**src/rtl/ecu_pkg.sv**
```systemverilog
// shared types and constants for the elevator cabin controller
// no dependencies; used by ecu_ctrl, ecu_datapath and elevator_controller_unit
package ecu_pkg;

    // defaults for top level parameters
    localparam int MAX_FLOORS_DEF = 16;
    localparam int TICK_WRAP_DEF  = 256;

    // fixed field widths
    localparam int MODE_W   = 3;
    localparam int CALL_W   = 4;
    localparam int STATE_W  = 3;
    localparam int DIR_W    = 2;
    localparam int FLOOR_OW = 4;
    localparam int MASK_OW  = 16;
    localparam int FCNT_W   = 5;
    localparam int PASS_W   = 8;
    localparam int CFG_A_W  = 1;
    localparam int CFG_D_W  = 8;
    localparam int S_DATA_W = 8;
    localparam int S_USER_W = 3;
    localparam int M_DATA_W = 32;

    // input modes
    localparam logic [MODE_W-1:0] MODE_TICK        = 3'd0;
    localparam logic [MODE_W-1:0] MODE_CALL        = 3'd1;
    localparam logic [MODE_W-1:0] MODE_DOOR_OPENING = 3'd2;
    localparam logic [MODE_W-1:0] MODE_DOOR_OPEN   = 3'd3;
    localparam logic [MODE_W-1:0] MODE_DOOR_CLOSING = 3'd4;
    localparam logic [MODE_W-1:0] MODE_DOOR_CLOSED = 3'd5;

    // cabin states
    localparam logic [STATE_W-1:0] CAB_CLOSED  = 3'd0;
    localparam logic [STATE_W-1:0] CAB_OPEN    = 3'd1;
    localparam logic [STATE_W-1:0] CAB_MOVING  = 3'd2;
    localparam logic [STATE_W-1:0] CAB_OPENING = 3'd3;
    localparam logic [STATE_W-1:0] CAB_CLOSING = 3'd4;

    // travel directions
    localparam logic [DIR_W-1:0] DIR_IDLE = 2'd0;
    localparam logic [DIR_W-1:0] DIR_UP   = 2'd1;
    localparam logic [DIR_W-1:0] DIR_DOWN = 2'd2;

    // configuration register indexes
    localparam logic [CFG_A_W-1:0] CFG_FLOOR_COUNT = 1'd0;
    localparam logic [CFG_A_W-1:0] CFG_PASS_TICKS  = 1'd1;

    // configuration reset values
    localparam logic [FCNT_W-1:0] FLOOR_COUNT_RST = 5'd16;
    localparam logic [PASS_W-1:0] PASS_TICKS_RST  = 8'd10;

    // command from controller to datapath
    typedef struct packed {
        logic step;     // apply the accepted transaction and load the result
    } cmd_t;

endpackage

```
**src/rtl/ecu_ctrl.sv**
```systemverilog
// handshake controller for the elevator cabin controller
// depends on ecu_pkg; drives step commands into ecu_datapath
module ecu_ctrl (
    input  logic          aclk,
    input  logic          aresetn,
    input  logic          s_tvalid,
    output logic          s_tready,
    output logic          m_tvalid,
    input  logic          m_tready,
    output ecu_pkg::cmd_t cmd
);

    localparam logic CTL_EMPTY = 1'b0;
    localparam logic CTL_FULL  = 1'b1;

    logic state_reg;
    logic state_next;
    logic accept;

    // result register frees up in the same cycle it is taken
    assign s_tready = (state_reg == CTL_EMPTY) || m_tready;
    assign accept   = s_tvalid && s_tready;
    assign m_tvalid = (state_reg == CTL_FULL);
    assign cmd.step = accept;

    always_comb begin
        state_next = state_reg;
        unique case (state_reg)
            CTL_EMPTY: begin
                if (accept) begin
                    state_next = CTL_FULL;
                end
            end
            CTL_FULL: begin
                if (!accept && m_tready) begin
                    state_next = CTL_EMPTY;
                end
            end
            default: state_next = CTL_EMPTY;
        endcase
    end

    always_ff @(posedge aclk) begin
        if (!aresetn) begin
            state_reg <= CTL_EMPTY;
        end else begin
            state_reg <= state_next;
        end
    end

endmodule

```
**src/rtl/ecu_datapath.sv**
```systemverilog
// cabin state, request bits, configuration and result register
// depends on ecu_pkg; commanded by ecu_ctrl
module ecu_datapath #(
    parameter int MAX_FLOORS = ecu_pkg::MAX_FLOORS_DEF,
    parameter int TICK_WRAP  = ecu_pkg::TICK_WRAP_DEF
) (
    input  logic                            aclk,
    input  logic                            aresetn,
    input  ecu_pkg::cmd_t                   cmd,
    input  logic [ecu_pkg::MODE_W-1:0]      mode,
    input  logic [ecu_pkg::CALL_W-1:0]      call_floor,
    input  logic                            pressed,
    input  logic                            cfg_we,
    input  logic [ecu_pkg::CFG_A_W-1:0]     cfg_addr,
    input  logic [ecu_pkg::CFG_D_W-1:0]     cfg_wdata,
    output logic [ecu_pkg::STATE_W-1:0]     cabin_state,
    output logic [ecu_pkg::DIR_W-1:0]       travel_dir,
    output logic [ecu_pkg::FLOOR_OW-1:0]    current_floor,
    output logic                            floor_passed,
    output logic                            stop_pulse,
    output logic [ecu_pkg::MASK_OW-1:0]     pending_mask
);

    localparam int FLOOR_W = $clog2(MAX_FLOORS);
    localparam int FC_W    = $clog2(MAX_FLOORS + 1);
    localparam int CMP_W   = (FC_W > ecu_pkg::FCNT_W) ? FC_W : ecu_pkg::FCNT_W;
    localparam int TICK_W  = $clog2(TICK_WRAP);
    localparam int PT_W    = (TICK_W > ecu_pkg::PASS_W) ? TICK_W : ecu_pkg::PASS_W;
    localparam int FO_EXT  = (FLOOR_W > ecu_pkg::FLOOR_OW) ? FLOOR_W : ecu_pkg::FLOOR_OW;
    localparam int MK_EXT  = (MAX_FLOORS > ecu_pkg::MASK_OW) ? MAX_FLOORS : ecu_pkg::MASK_OW;

    // configuration
    logic [ecu_pkg::FCNT_W-1:0]  floor_count_reg;
    logic [ecu_pkg::PASS_W-1:0]  pass_ticks_reg;

    // cabin state
    logic [MAX_FLOORS-1:0]       req_reg,   req_next;
    logic [FLOOR_W-1:0]          floor_reg, floor_next;
    logic [ecu_pkg::STATE_W-1:0] cab_reg,   cab_next;
    logic [ecu_pkg::DIR_W-1:0]   dir_reg,   dir_next;
    logic [TICK_W-1:0]           tick_reg,  tick_next;

    // result register
    logic [ecu_pkg::STATE_W-1:0] out_cab_reg;
    logic [ecu_pkg::DIR_W-1:0]   out_dir_reg;
    logic [FLOOR_W-1:0]          out_floor_reg;
    logic                        out_passed_reg;
    logic                        out_stop_reg;
    logic [MAX_FLOORS-1:0]       out_req_reg;

    logic [CMP_W-1:0]            fc;
    logic [CMP_W-1:0]            fcount_ext;
    logic [CMP_W-1:0]            at_ext;
    logic [FLOOR_W-1:0]          at;
    logic [TICK_W-1:0]           tick_inc;
    logic [MAX_FLOORS-1:0]       above;
    logic [MAX_FLOORS-1:0]       below;
    logic                        any_above;
    logic                        any_below;
    logic                        can_up;
    logic                        can_down;
    logic                        passed;
    logic                        stop;
    logic [FO_EXT-1:0]           floor_ext_out;
    logic [MK_EXT-1:0]           mask_ext_out;

    // usable floor count, clamped to 1..MAX_FLOORS
    always_comb begin
        fcount_ext = CMP_W'(floor_count_reg);
        if (fcount_ext == '0) begin
            fc = CMP_W'(1);
        end else if (fcount_ext > CMP_W'(MAX_FLOORS)) begin
            fc = CMP_W'(MAX_FLOORS);
        end else begin
            fc = fcount_ext;
        end
    end

    assign tick_inc = (tick_reg == TICK_W'(TICK_WRAP - 1)) ? '0 : tick_reg + 1'b1;

    always_comb begin
        req_next   = req_reg;
        floor_next = floor_reg;
        cab_next   = cab_reg;
        dir_next   = dir_reg;
        tick_next  = tick_reg;
        passed     = 1'b0;
        stop       = 1'b0;
        can_up     = 1'b0;
        can_down   = 1'b0;
        above      = '0;
        below      = '0;
        any_above  = 1'b0;
        any_below  = 1'b0;
        at_ext     = CMP_W'(call_floor);
        if (at_ext >= fc) begin
            at_ext = fc - 1'b1;
        end
        at = at_ext[FLOOR_W-1:0];

        unique case (mode)
            ecu_pkg::MODE_TICK: begin
                tick_next = tick_inc;
                if (cab_reg == ecu_pkg::CAB_CLOSED && dir_reg != ecu_pkg::DIR_IDLE) begin
                    cab_next  = ecu_pkg::CAB_MOVING;
                    tick_next = '0;
                end
                if (cab_next == ecu_pkg::CAB_MOVING &&
                    PT_W'(tick_next) >= PT_W'(pass_ticks_reg)) begin
                    can_up   = (dir_reg == ecu_pkg::DIR_UP) &&
                               (CMP_W'(floor_reg) + 1'b1 < fc);
                    can_down = (dir_reg == ecu_pkg::DIR_DOWN) && (floor_reg != '0);
                    if (can_up || can_down) begin
                        tick_next  = '0;
                        floor_next = can_up ? floor_reg + 1'b1 : floor_reg - 1'b1;
                        passed     = 1'b1;
                        if (req_reg[floor_next]) begin
                            stop                 = 1'b1;
                            req_next[floor_next] = 1'b0;
                        end
                    end
                end
                // requests strictly above (within floor count) and strictly below
                for (int i = 0; i < MAX_FLOORS; i++) begin
                    above[i] = req_next[i] && (CMP_W'(i) < fc) &&
                               (CMP_W'(i) > CMP_W'(floor_next));
                    below[i] = req_next[i] && (CMP_W'(i) < CMP_W'(floor_next));
                end
                any_above = |above;
                any_below = |below;
                priority if (dir_reg == ecu_pkg::DIR_IDLE) begin
                    if (any_below) begin
                        dir_next = ecu_pkg::DIR_DOWN;
                    end else if (any_above) begin
                        dir_next = ecu_pkg::DIR_UP;
                    end
                end else if (dir_reg == ecu_pkg::DIR_UP) begin
                    if (!any_above && any_below) begin
                        dir_next = ecu_pkg::DIR_DOWN;
                    end
                end else if (dir_reg == ecu_pkg::DIR_DOWN) begin
                    if (any_above && !any_below) begin
                        dir_next = ecu_pkg::DIR_UP;
                    end
                end else begin
                    dir_next = dir_reg;
                end
                if (dir_next != ecu_pkg::DIR_IDLE && !any_above && !any_below) begin
                    dir_next = ecu_pkg::DIR_IDLE;
                end
            end
            ecu_pkg::MODE_CALL: begin
                if (at == floor_reg && cab_reg == ecu_pkg::CAB_CLOSED) begin
                    stop                = 1'b1;
                    tick_next           = '0;
                    req_next[floor_reg] = 1'b0;
                end else begin
                    req_next[at] = pressed;
                end
            end
            ecu_pkg::MODE_DOOR_OPENING: begin
                cab_next  = ecu_pkg::CAB_OPENING;
                tick_next = '0;
            end
            ecu_pkg::MODE_DOOR_OPEN: begin
                cab_next  = ecu_pkg::CAB_OPEN;
                tick_next = '0;
            end
            ecu_pkg::MODE_DOOR_CLOSING: begin
                cab_next  = ecu_pkg::CAB_CLOSING;
                tick_next = '0;
            end
            ecu_pkg::MODE_DOOR_CLOSED: begin
                cab_next  = ecu_pkg::CAB_CLOSED;
                tick_next = '0;
            end
            default: begin
                // unused modes leave the state alone
            end
        endcase
    end

    always_ff @(posedge aclk) begin
        if (!aresetn) begin
            floor_count_reg <= ecu_pkg::FLOOR_COUNT_RST;
            pass_ticks_reg  <= ecu_pkg::PASS_TICKS_RST;
        end else if (cfg_we) begin
            unique case (cfg_addr)
                ecu_pkg::CFG_FLOOR_COUNT: floor_count_reg <= cfg_wdata[ecu_pkg::FCNT_W-1:0];
                ecu_pkg::CFG_PASS_TICKS:  pass_ticks_reg  <= cfg_wdata[ecu_pkg::PASS_W-1:0];
                default: begin
                end
            endcase
        end
    end

    always_ff @(posedge aclk) begin
        if (!aresetn) begin
            req_reg   <= '0;
            floor_reg <= '0;
            cab_reg   <= ecu_pkg::CAB_CLOSED;
            dir_reg   <= ecu_pkg::DIR_IDLE;
            tick_reg  <= '0;
        end else if (cmd.step) begin
            req_reg   <= req_next;
            floor_reg <= floor_next;
            cab_reg   <= cab_next;
            dir_reg   <= dir_next;
            tick_reg  <= tick_next;
        end
    end

    always_ff @(posedge aclk) begin
        if (cmd.step) begin
            out_cab_reg    <= cab_next;
            out_dir_reg    <= dir_next;
            out_floor_reg  <= floor_next;
            out_passed_reg <= passed;
            out_stop_reg   <= stop;
            out_req_reg    <= req_next;
        end
    end

    assign floor_ext_out = FO_EXT'(out_floor_reg);
    assign mask_ext_out  = MK_EXT'(out_req_reg);

    assign cabin_state   = out_cab_reg;
    assign travel_dir    = out_dir_reg;
    assign current_floor = floor_ext_out[ecu_pkg::FLOOR_OW-1:0];
    assign floor_passed  = out_passed_reg;
    assign stop_pulse    = out_stop_reg;
    assign pending_mask  = mask_ext_out[ecu_pkg::MASK_OW-1:0];

    // a stop always clears the request at the floor where the cabin stands
    a_stop_clears: assert property (@(posedge aclk) disable iff (!aresetn)
        cmd.step && stop |=> !req_reg[floor_reg])
        else $error("stop left the request of the current floor pending");

    // a floor pulse means the cabin really moved one floor
    a_pass_moves: assert property (@(posedge aclk) disable iff (!aresetn)
        cmd.step && passed |=> floor_reg != $past(floor_reg))
        else $error("floor pulse without a floor change");

    // after a tick a direction is only kept while requests are pending
    a_dir_needs_req: assert property (@(posedge aclk) disable iff (!aresetn)
        cmd.step && mode == ecu_pkg::MODE_TICK |=>
            dir_reg == ecu_pkg::DIR_IDLE || req_reg != '0)
        else $error("direction set with no pending request");

endmodule

```
**src/rtl/elevator_controller_unit.sv**
```systemverilog
// top level of the elevator cabin controller
// depends on ecu_pkg, ecu_ctrl and ecu_datapath
//
// usage
//   s_ channel: one transaction per event. s_tuser carries the mode (tick, call,
//   or one of four door events); s_tdata carries the call floor and the pressed
//   flag. m_ channel: exactly one status transaction per accepted input.
//   cfg_ port: write floor_count (index 0) or pass_ticks (index 1) while the
//   block is idle; a write takes effect at the clock edge where cfg_we is high.
//   result: registered, it appears on m_ in the cycle after the input is accepted.
//   throughput: one transaction per cycle unless m_ stalls; the whole update
//   of the request bits, floor, cabin state and direction is one combinational
//   step between the state registers, and the result register is the only stage.
//   stall: while m_tready is low the result is held; a new input is still
//   taken as long as the result register is empty or being drained in the
//   same cycle.
//   reset (aresetn low, synchronous): no pending requests, floor 0, cabin
//   closed, direction idle, tick counter 0, floor_count 16, pass_ticks 10,
//   no result pending.
module elevator_controller_unit #(
    parameter int MAX_FLOORS = ecu_pkg::MAX_FLOORS_DEF,
    parameter int TICK_WRAP  = ecu_pkg::TICK_WRAP_DEF
) (
    input  logic                          aclk,
    input  logic                          aresetn,
    // input channel
    input  logic                          s_tvalid,
    output logic                          s_tready,
    input  logic [ecu_pkg::S_DATA_W-1:0]  s_tdata,   // call_floor[3:0], pressed[4], zero[7:5]
    input  logic [ecu_pkg::S_USER_W-1:0]  s_tuser,   // mode[2:0]
    // result channel
    output logic                          m_tvalid,
    input  logic                          m_tready,
    // cabin_state[2:0], travel_dir[4:3], current_floor[8:5], floor_passed[9],
    // stop_pulse[10], pending_mask[26:11], zero[31:27]
    output logic [ecu_pkg::M_DATA_W-1:0]  m_tdata,
    // configuration write port
    input  logic                          cfg_we,
    input  logic [ecu_pkg::CFG_A_W-1:0]   cfg_addr,
    input  logic [ecu_pkg::CFG_D_W-1:0]   cfg_wdata
);

    ecu_pkg::cmd_t                   cmd;
    logic [ecu_pkg::STATE_W-1:0]     cabin_state;
    logic [ecu_pkg::DIR_W-1:0]       travel_dir;
    logic [ecu_pkg::FLOOR_OW-1:0]    current_floor;
    logic                            floor_passed;
    logic                            stop_pulse;
    logic [ecu_pkg::MASK_OW-1:0]     pending_mask;

    // handshake and result-register occupancy
    ecu_ctrl u_ctrl (
        .aclk     (aclk),
        .aresetn  (aresetn),
        .s_tvalid (s_tvalid),
        .s_tready (s_tready),
        .m_tvalid (m_tvalid),
        .m_tready (m_tready),
        .cmd      (cmd)
    );

    // cabin state update and result register
    ecu_datapath #(
        .MAX_FLOORS (MAX_FLOORS),
        .TICK_WRAP  (TICK_WRAP)
    ) u_datapath (
        .aclk          (aclk),
        .aresetn       (aresetn),
        .cmd           (cmd),
        .mode          (s_tuser[ecu_pkg::MODE_W-1:0]),
        .call_floor    (s_tdata[ecu_pkg::CALL_W-1:0]),
        .pressed       (s_tdata[ecu_pkg::CALL_W]),
        .cfg_we        (cfg_we),
        .cfg_addr      (cfg_addr),
        .cfg_wdata     (cfg_wdata),
        .cabin_state   (cabin_state),
        .travel_dir    (travel_dir),
        .current_floor (current_floor),
        .floor_passed  (floor_passed),
        .stop_pulse    (stop_pulse),
        .pending_mask  (pending_mask)
    );

    // pack the result fields, cabin_state in the lowest bits
    assign m_tdata = {5'b0, pending_mask, stop_pulse, floor_passed,
                      current_floor, travel_dir, cabin_state};

endmodule

```
**config.mk**
```make
export PLATFORM = sky130hd
export DESIGN_NAME = elevator_controller_unit
export DESIGN_NICKNAME = d
export VERILOG_FILES = /design/src/rtl/ecu_pkg.sv /design/src/rtl/ecu_ctrl.sv /design/src/rtl/ecu_datapath.sv /design/src/rtl/elevator_controller_unit.sv
export SDC_FILE = /design/constraint.sdc
export NUM_CORES = 1
export LEC_CHECK = 0
export BUFFER_PORTS_ARGS = -buffer_cell sky130_fd_sc_hd__buf_2
export CAP_MARGIN = 30
export CORE_ASPECT_RATIO = 1.75
export CORE_MARGIN = 2
export CORE_UTILIZATION = 65
export DETAILED_ROUTE_END_ITERATION = 8
export GPL_TIMING_DRIVEN = 0
export HOLD_SLACK_MARGIN = 0.06
export PLACE_DENSITY_LB_ADDON = 0.12
export SLEW_MARGIN = 25
export SYNTH_ARGS = -nofsm -noshare
export SYNTH_HDL_FRONTEND = slang
export SYNTH_SLANG_ARGS = --single-unit
```
**constraint.sdc**
```tcl
create_clock -name aclk -period 13.3 [get_ports aclk]
set_clock_uncertainty 0.2 [all_clocks]
set_input_delay 0.665 -clock aclk [delete_from_list [all_inputs] [get_ports aclk]]
set_output_delay 0.665 -clock aclk [all_outputs]
set_load 0.02 [all_outputs]
```
==> metrics.yaml, run 1 <==
run_status:
  outcome: "completed"
placed_design:
  gp_congestion: 1.10
  dp_hpwl_um: 17300
  port_buffers: 46
  pre_cts_ws_ns: 5.84
floorplan:
  dieWidth_um: 76.0
  core_um2: 8920
  dieArea_um2: 9880
  io_pins: 59
  num_rows: 46
  die-height_um: 130
  start_util_pct: 66.1
clocking:
  root_buffer: "clkbuf_16"
  cts_tree: "done"
  insertion_delay_ns: 0.35
  cts_resized: 0
  clkTransAtPathRegs_ns: 0.06
  numCtsBuffers: 9
  ctsHtreeMaxLevel: 3
  clk_path_buf_depth: 2
  cts_hold_buf: 0
  cts_post_setup_buffers_inserted: 0
  cts.sinks: 74
synth:
  postSynthAreaPerCell_um2: 8.03
  synth_edf_count: 27
  yosysUniqueCellTypes: 89
  ys_seq_area_share_pct: 29.7
  async_flop_share_pct: 0
  synth_seq_cells: 74
  syn-cell-area_um2: 5900
  synth_top_flop_cell: "dfxtp_1"
  yosys_warnings: 0
  synthCells: 735
critical_path:
  cp_max_fo: 11
  crit_path_max_incr_delay_ns: 0.74
  cp_cell_sequence: "buf_2 -> buf_1 -> clkinv_1 -> ha_1 -> ha_1 -> nand2_1 -> a2111oi_4 -> or2_1 -> buf_6 -> inv_2 -> fa_1 -> clkbuf_1 -> mux4_2 -> nor2b_1 -> a21o_1 -> nand3_1 -> o31ai_1 -> or3_1 -> o2111ai_1 -> nor3_1 -> a211oi_1 -> a311oi_1"
  worstPathArrival_ns: 8.00
  required_ns: 13.35
  end_kind: "flop"
  cpMostUsedCell: "ha_1"
  worstSetupPathType: "flop to flop"
  startpoint_type: "flop"
  slowest_stage: "nor3_1"
timing:
  finalCritPeriodShare_pct: 59.8
  whs_ns: 0.260
  rsz0062_at_grt: "false"
  fin_ws_ns: 5.35
  fin_tns_setup_ns: 0
  slew_viol_final: 0
  worst_slew_pin_slew_ns: 1.07
  post-route-min-period_ns: 7.95
  slew_headroom_pct: 27.9
  fmax_mhz: 126
  finalHoldViolCount: 0
  setup_viol: 0
route:
  drcViolationCount: 0
  drt-total-wl_um: 23400
  wl_per_cell_um: 25.4
  drt-pass1-iter-count: 6
  drtIter0Drc: 905
  vias_per_cell: 7.27
  vias: 6701
  ant_nets: 0
power:
  p_per_area_nw_per_um2: 96.6
  p_leak_nw: 2.53
  ir_drop_v: 0.0000851
global_route:
  grt_pass1_wl_um: 35400
  antenna_found_initial: 0
  grt_start_max_net_pins: 33
  grt_pass1_vias: 6476
  grt_usage_pct: 47.7
  grt.overflow.total: 0
cells_and_area:
  syn2layout_area_growth_pct: 12.3
  drive_above_1_share_pct: 14.8
  fin_nets: 852
  num_antenna_cells: 0
  fin_util_pct: 74.3
job:
  cap_viol_max_count: 0
min_path:
  hp-class: "flop to flop"
cell families (layout without fill, tap and decap cells):
group / Yosys count / after routing / synth area share, %
AOI/OAI and AO/OA: 213 / 213 / 25.7
xor gates and xnor gates: 23 / 23 / 3.54
adders and majority gates: 30 / 30 / 6.49
buffers and inverters: 83 / 146 / 6.02
DFF: 74 / 74 / 29.7
muxes: 22 / 22 / 4.75
other: 1 / 5 / 0.0636
and+or+nand+nor: 289 / 289 / 23.8
worst max-delay path, delay by kind of cell, from the launching register on:
family	cells	cell delay, ns
simple gates	6	1.69
compound gates	6	1.81
buf+inv	6	2.08
flops	1	0.42
fa+ha+maj	3	1.27
mux	1	0.33
layout make-up:
cell class                      count  area, um2
Buffer                             54        248
Clock buffer                       10        239
Clock inverter                      6       72.6
Fill cell                         625       2290
Inverter                           29        109
Multi-Input combinational cell    582       3810
Sequential cell                    74       1750
Tap cell                          120        150
Timing Repair Buffer               47        250
cell usage after synthesis, types with 10 or more instances:
cell type / number / area, um2
edfxtp_1: 27 / 811
nor2_1: 58 / 218
nand2_1: 107 / 402
nand3_1: 40 / 200
inv_1: 24 / 90.1
o31ai_1: 10 / 75.1
xnor2_1: 13 / 114
a31oi_1: 19 / 119
mux2i_1: 13 / 130
clkbuf_1: 35 / 131
o21ai_0: 42 / 210
a21oi_1: 51 / 255
dfxtp_1: 47 / 941
nor3_1: 13 / 65.1
ha_1: 29 / 363
per-stage QoR:
stage	instance area [um2]	cells	power (mW)
finish	6630	922	0.640
global route	6630	922	0.655
CTS	6630	922	0.631
detailed placement	6320	906	0.379
global placement	6290	905	0.374
floorplan	5910	739	0.340
placed cells by master (no fill, tap or decap), types with 8 or more instances in the layout:
| cell | n |
|---|---|
| xor2_1 | 9 |
| nor2_1 | 58 |
| xnor2_1 | 13 |
| clkbuf_16 | 9 |
| nand2_1 | 107 |
| dfxtp_1 | 47 |
| o31ai_1 | 10 |
| inv_1 | 24 |
| and3_1 | 9 |
| o211ai_1 | 9 |
| and2_1 | 8 |
| buf_2 | 54 |
| nand4_1 | 9 |
| o21ai_0 | 42 |
| nand3_1 | 40 |
| a31oi_1 | 19 |
| ha_1 | 29 |
| mux2i_1 | 13 |
| clkbuf_1 | 34 |
| edfxtp_1 | 27 |
| nor3_1 | 13 |
| a21oi_1 | 51 |
metal layers:
layer  GRT usage [%]  part of all wire, %
met1            44.7                   31
met2            82.7                   48
met3            14.4                   10
met4            45.8                   11
met5               0                    0
where the power goes:
group,leakage [nW],internal [mW],total [mW],switching (mW)
registers,0.656,0.246,0.255,0.00885
clock network,0.150,0.152,0.257,0.105
logic,1.73,0.0401,0.128,0.0879
total,2.53,0.438,0.640,0.202
path summary, 6_finish.rpt:
path	slack, ns	startpoint	depth (start not counted)	to
hold / removal	0.26	u_datapath.pass_ticks_reg[4]	2	u_datapath.pass_ticks_reg[4]
setup / recovery	5.35	u_datapath.floor_reg[0]	22	u_datapath.dir_reg[1]
hold reg to reg	0.26	u_datapath.pass_ticks_reg[4]	2	u_datapath.pass_ticks_reg[4]
setup reg to reg	5.35	u_datapath.floor_reg[0]	22	u_datapath.dir_reg[1]
No activity file was read; power rests on OpenSTA's default activity.
==> run 2: changes to the inputs <==
ABC_AREA = 1   (was not set)
CORE_UTILIZATION = 61   (was 65)
clock period = 7.45 ns   (was 13.3 ns; I/O delays follow)
==> metrics.yaml, run 2 <==
power:
  p_per_area_nw_per_um2: 203  # +110%
  p_leak_nw: 3.31  # +31%
  fin_total_pwr_mw: 1.34  # +110%
  ir_drop_v: 0.000129  # +51%
placed_design:
  gp_congestion: 1.14  # +3.8%
  dpl_cell_area_um2: 6330  # +0.30%
  port_buffers: 50  # +8.7%
  dp_hpwl_um: 16200  # -6.7%
  place.detailed.instances: 1061  # +17%
global_route:
  grt_pass1_vias: 6298  # -2.7%
  grt.overflow.total: 0  # unchanged
  antenna_found_initial: 0  # unchanged
  grt_pass1_wl_um: 31600  # -11%
  grt_start_max_net_pins: 21  # -36%
  grt_usage_pct: 39.9  # -7.8 points
critical_path:
  timing.rr.start: "u_datapath.floor_reg[0]"
  slowest_stage: "dfxtp_1"
  end_kind: "flop"
  timing.rr.end: "u_datapath.travel_dir[0]"
  rrSetupSlack_ns: 1.59  # -3.76 ns
  crit_path_max_incr_delay_ns: 0.59  # -0.15 ns
  reg2reg_depth: 30  # +36%
  worstPathArrival_ns: 5.76  # -2.24 ns
  required_ns: 7.35  # -6.00 ns
  cp_max_fo: 10  # -1
  startpoint_type: "flop"
  worstSetupPathType: "flop to flop"
  cpMostUsedCell: "nand2_1"
floorplan:
  start_util_pct: 62.6  # -3.5 points
  dieWidth_um: 78.3  # +3.0%
  core_um2: 9410  # +5.5%
  die-height_um: 134  # +3.0%
  io_pins: 59  # unchanged
  num_rows: 47  # +2.2%
  dieArea_um2: 10500  # +6.1%
clocking:
  ctsHtreeMaxLevel: 3  # unchanged
  cts_hold_buf: 0  # unchanged
  cts.sinks: 74  # unchanged
  numCtsBuffers: 9  # unchanged
  insertion_delay_ns: 0.35  # about the same
  cts_resized: 0  # unchanged
  clk_path_buf_depth: 2  # unchanged
  cts_tree: "done"
  clkTransAtPathRegs_ns: 0.06  # about the same
  root_buffer: "clkbuf_16"
  cts_post_setup_buffers_inserted: 0  # unchanged
cells_and_area:
  drive_above_1_share_pct: 14.6  # -0.28 points
  syn2layout_area_growth_pct: 12.2
  num_antenna_cells: 0  # unchanged
  fin_nets: 1005  # +18%
  stdcell_count: 1077  # +17%
  final_area_um2: 6610  # -0.34%
  fin_util_pct: 70.2  # -4.1 points
  layout_commonest_cell: "nand2_1"
  final_cell_mix: "nand2_1 (201), inv_1 (125), nor2_1 (85)"
route:
  drt-total-wl_um: 20400  # -13%
  drtIter0Drc: 534  # -41%
  drt-pass1-iter-count: 6  # unchanged
  drcViolationCount: 0  # unchanged
  vias: 6317  # -5.7%
  wl_per_cell_um: 18.9  # -25%
  ant_nets: 0  # unchanged
  vias_per_cell: 5.87  # -19%
timing:
  slew_viol_final: 0  # unchanged
  rsz0062_at_grt: "false"
  setup_viol: 0  # unchanged
  fin_tns_setup_ns: 0  # unchanged
  finalHoldViolCount: 0  # unchanged
  post-route-min-period_ns: 5.86  # -2.09 ns
  slew_headroom_pct: 39.8  # +12 points
  finalCritPeriodShare_pct: 78.6  # +19 points
  worst_slew_pin_slew_ns: 0.900  # -0.171 ns
  fmax_mhz: 171  # +36%
min_path:
  min-delay-start: "cfg_wdata[4]"
  hold_path_depth: 3  # +1
  holdPathEnd: "u_datapath.fcount_ext[4]"
  hp-class: "input pin to flop"
synth:
  yosysUniqueCellTypes: 50  # -44%
  async_flop_share_pct: 0  # unchanged
  netlist_top_cells_count: "nand2_1 (201), inv_1 (125), nor2_1 (85)"
  synth_compound_area_share_pct: 18.3  # -7.4 points
  yosys.area_share.simple_pct: 32.1  # +8.4 points
  synth_top_flop_cell: "dfxtp_1"
  synthAdderAreaFrac_pct: 6.50  # +0.012 points
  synth_top_family_by_area: "simple AND/OR/NAND/NOR gates"
  yosys.area_share.xor_xnor_pct: 1.64  # -1.9 points
  synth.largest_area_cell: "dfxtp_1"
  ys_top_cells_by_area: "dfxtp_1 (16%), edfxtp_1 (14%), nand2_1 (13%)"
  synthMuxAreaShare_pct: 0  # -4.8 points
  synth_edf_count: 27  # unchanged
  syn-cell-area_um2: 5890  # -0.19%
  synth_seq_cells: 74  # unchanged
  postSynthAreaPerCell_um2: 6.66  # -17%
  yosys.cell_count.top_type: "nand2_1"
  yosys_warnings: 0  # unchanged
  synthCells: 884  # +20%
  synth_top_area_share_pct: 16.0  # +0.031 points
  ys_seq_area_share_pct: 29.7  # +0.057 points
job:
  cap_viol_max_count: 0  # unchanged
run_status:
  outcome: "completed"
[run 2: cell types whose count changed after synthesis, moves of 21 or more]
| cell | previous run | this run |
|---|---|---|
| nand3_1 | 40 | 77 |
| inv_1 | 24 | 125 |
| nor2_1 | 58 | 85 |
| o21ai_0 | 42 | 77 |
| clkbuf_1 | 35 | 14 |
| nand2_1 | 107 | 201 |
[run 2: kinds of logic (layout without fill, tap and decap cells)]
logic type / after synthesis / in the layout
other: 1 / 5
buffers and inverters: 166 / 233
flip-flops: 74 / 74
XOR/XNOR: 11 / 11
AO/OA/AOI/OAI: 181 / 181
adder cells (fa/ha/maj): 30 / 30
AND/OR/NAND/NOR: 421 / 421
[run 2: routing by layer]
metal,vias to the layer above,global-route usage (%),wire length (um)
li1,3007,-,-
met1,2896,39.8,6780
met2,302,72.4,10600
met3,112,6.46,1160
met4,0,30.1,1820
met5,-,0,0
[run 2: worst max-delay path by stage]
stage                     slack [ns]  cells after the start                  endpoint                     from
after floorplan                 3.18                     30  u_datapath.travel_dir[0]  u_datapath.floor_reg[0]
after global placement          1.90                     32  u_datapath.travel_dir[0]  u_datapath.floor_reg[0]
after detailed placement        1.82                     32  u_datapath.travel_dir[0]  u_datapath.floor_reg[1]
after CTS                       1.81                     32  u_datapath.travel_dir[0]  u_datapath.floor_reg[1]
after global routing            1.44                     32  u_datapath.travel_dir[0]  u_datapath.floor_reg[1]
final                           1.59                     30  u_datapath.travel_dir[0]  u_datapath.floor_reg[0]
[run 2: cell type report]
cell class | count | area (um2)
multi-input combinational | 648 | 3460
tap | 122 | 153
clock buffer | 10 | 229
inverter | 136 | 510
fill | 826 | 2800
clock inverter | 6 | 41.3
buffer | 30 | 178
timing repair buffer | 51 | 278
sequential | 74 | 1750
[run 2: per-stage QoR]
step	setup slack (ns)	hold WS, ns
CTS	1.81	0.0704
finish	1.59	0.0729
global placement	1.90	0.255
detailed placement	1.82	0.259
floorplan	3.18	0.235
global route	1.44	0.0865
[run 2: report_power, final]
group          switching [mW]  leakage [nW]  internal [mW]
Combinational           0.315          2.53          0.136
Clock                   0.181         0.125          0.225
Sequential             0.0271         0.660          0.454
[run 2: worst max-delay path, delay by kind of cell, from the launching register on]
kind	cells	cell delay, ns
compound gates	4	0.54
fa+ha+maj	3	1.30
buf+inv	6	0.81
flops	1	0.59
simple gates	17	2.19
==> run 3: changes to the inputs <==
clock period = 5.5 ns   (was 7.45 ns; I/O delays follow)
==> metrics.yaml, run 3 (synthesis results as in run 2) <==
run_status:
  outcome: "completed"
critical_path:
  required_ns: 5.40  # -1.95 ns
  worstSetupPathType: "flop to flop"
  cpMostUsedCell: "nand2_1"
  timing.rr.end: "u_datapath.travel_dir[0]"
  crit_path_max_incr_delay_ns: 0.52  # -0.07 ns
  endpoint: "u_datapath.travel_dir[0]"
  reg2reg_depth: 30  # unchanged
  worstPathArrival_ns: 5.20  # -0.56 ns
  rrSetupSlack_ns: 0.21  # -1.39 ns
  cp_max_fo: 10  # unchanged
  slowest_stage: "fa_1"
  timing.rr.start: "u_datapath.floor_reg[0]"
  startpoint_type: "flop"
  end_kind: "flop"
  startpoint: "u_datapath.floor_reg[0]"
floorplan:
  dieWidth_um: 78.3  # unchanged
  dieArea_um2: 10500  # unchanged
  start_util_pct: 62.6  # unchanged
  io_pins: 59  # unchanged
  die-height_um: 134  # unchanged
  num_rows: 47  # unchanged
  core_um2: 9410  # unchanged
clocking:
  root_buffer: "clkbuf_16"
  cts_tree: "done"
  numCtsBuffers: 9  # unchanged
  ctsHtreeMaxLevel: 3  # unchanged
  cts.sinks: 74  # unchanged
  clk_path_buf_depth: 2  # unchanged
  clkTransAtPathRegs_ns: 0.06  # about the same
  insertion_delay_ns: 0.35  # about the same
  cts_post_setup_buffers_inserted: 0  # unchanged
route:
  drt-pass1-iter-count: 9  # +3
  drtIter0Drc: 612  # +15%
  wl_met3_um: 1390  # +19%
  vias: 6437  # +1.9%
  drt-total-wl_um: 20900  # +2.6%
  vias_per_cell: 5.93  # +1.1%
  m1WireLength_um: 6890  # +1.7%
  wl_met2_um: 10800  # +1.8%
  maxUsedRoutingLayer: "met4"
  wl_per_cell_um: 19.2  # +1.7%
  ant_nets: 0  # unchanged
  drcViolationCount: 0  # unchanged
timing:
  finalHoldViolCount: 0  # unchanged
  fmax_mhz: 189  # +11%
  finalCritPeriodShare_pct: 96.3  # +18 points
  slew_viol_final: 0  # unchanged
  setup_viol: 0  # unchanged
  whs_ns: 0.0544  # -0.0185 ns
  worst_slew_pin_slew_ns: 0.881  # -0.0194 ns
  slew_headroom_pct: 41.0  # +1.3 points
  post-route-min-period_ns: 5.29  # -0.563 ns
  rsz0062_at_grt: "false"
power:
  p_comb_share_pct: 34.0  # +0.3 points
  switching_share_pct: 39.2  # +0.12 points
  pwr-share-seq_pct: 35.8  # about the same
  p_leak_nw: 3.36  # +1.3%
  clkPwrFrac_pct: 30.2  # -0.2 points
  p_int_mw: 1.11  # +36%
  p_per_area_nw_per_um2: 273  # +34%
  ir_drop_v: 0.000173  # +35%
  power_switching_mw: 0.716  # +37%
global_route:
  grt_pass1_wl_um: 32500  # +2.8%
  grt_pass1_vias: 6423  # +2.0%
  grt_start_max_net_pins: 21  # unchanged
  grt.overflow.total: 0  # unchanged
  antenna_found_initial: 0  # unchanged
  grt_usage_pct: 40.9  # +1.0 points
placed_design:
  gp_congestion: 1.14  # unchanged
  dp_hpwl_um: 16200  # unchanged
  port_buffers: 50  # unchanged
  place.detailed.instances: 1061  # unchanged
job:
  cap_viol_max_count: 0  # unchanged
cells_and_area:
  syn2layout_area_growth_pct: 13.9
  fin_util_pct: 71.3  # +1.1 points
  fin_nets: 1014  # +0.90%
  stdcell_count: 1086  # +0.84%
  layout_commonest_cell: "nand2_1"
  drive_above_1_share_pct: 15.1  # +0.59 points
  final_cell_mix: "nand2_1 (201), inv_1 (124), nor2_1 (84)"
  num_antenna_cells: 0  # unchanged
min_path:
  hp-class: "input pin to flop"
-- run 3: cell count changes in the layout (fill, tap and decap cells not counted), sizes merged --
cell / change
dlygate4sd3: +9
-- run 3: layer usage --
layer	vias to the layer above	GRT usage, %
li1	3033	-
met1	2906	39.9
met2	376	73.9
met3	122	8.28
met4	0	31.2
met5	-	0
-- run 3: cell type report --
class	count	area, um2
Multi-Input combinational cell	648	3470
Fill cell	804	2700
Sequential cell	74	1750
Inverter	136	510
Timing Repair Buffer	60	368
Clock buffer	10	229
Buffer	30	180
Tap cell	122	153
Clock inverter	6	41.3
-- run 3: worst min path at each step --
stage                                      start  depth (start not counted)  slack (ns)                            to
CTS                                 cfg_wdata[7]                          3        0.06  u_datapath.pass_ticks_reg[7]
floorplan                           cfg_wdata[4]                          2        0.21      u_datapath.fcount_ext[4]
detailed placement  u_datapath.pass_ticks_reg[7]                          2        0.26  u_datapath.pass_ticks_reg[7]
global route                        cfg_wdata[7]                          3        0.07  u_datapath.pass_ticks_reg[7]
global placement    u_datapath.pass_ticks_reg[5]                          2        0.26  u_datapath.pass_ticks_reg[5]
finish                              cfg_wdata[7]                          3        0.05  u_datapath.pass_ticks_reg[7]
-- run 3: stage by stage --
stage / area, um2 / setup slack (ns) / power (mW) / TNS (ns)
2_1_floorplan: 5900 / 1.23 / 1.07 / 0
3_3_place_gp: 6310 / -0.0476 / 1.23 / -0.0882
3_5_place_dp: 6330 / -0.125 / 1.25 / -0.251
4_1_cts: 6700 / 0.0163 / 1.80 / 0
5_1_grt: 6710 / 0.0178 / 1.90 / 0
6_report: 6710 / 0.205 / 1.83 / 0
-- run 3: repair_timing --
item,4_1_cts,5_1_grt
endpoints found under the setup margin,4,4
endpoints found under the hold margin,12,0
pin swaps,0,0
gates resized for setup,3,5
hold buffers,9,0
-- run 3: power by group through the flow --
stage                     sequential [mW]  clock, mW  combinational, mW
final                               0.653      0.552              0.622
after global placement              0.661          0              0.570
after floorplan                     0.674          0              0.401
after detailed placement            0.662          0              0.592
after CTS                           0.651      0.549              0.600
after global routing                0.657      0.569              0.678
-- run 3: worst max-delay path: cells and delay by family, from the launching register on --
family | cells | cell delay (ns)
AOI/OAI and AO/OA | 4 | 0.51
adders and majority gates | 3 | 1.17
buffers and inverters | 6 | 0.69
DFF | 1 | 0.47
and+or+nand+nor | 17 | 2.01
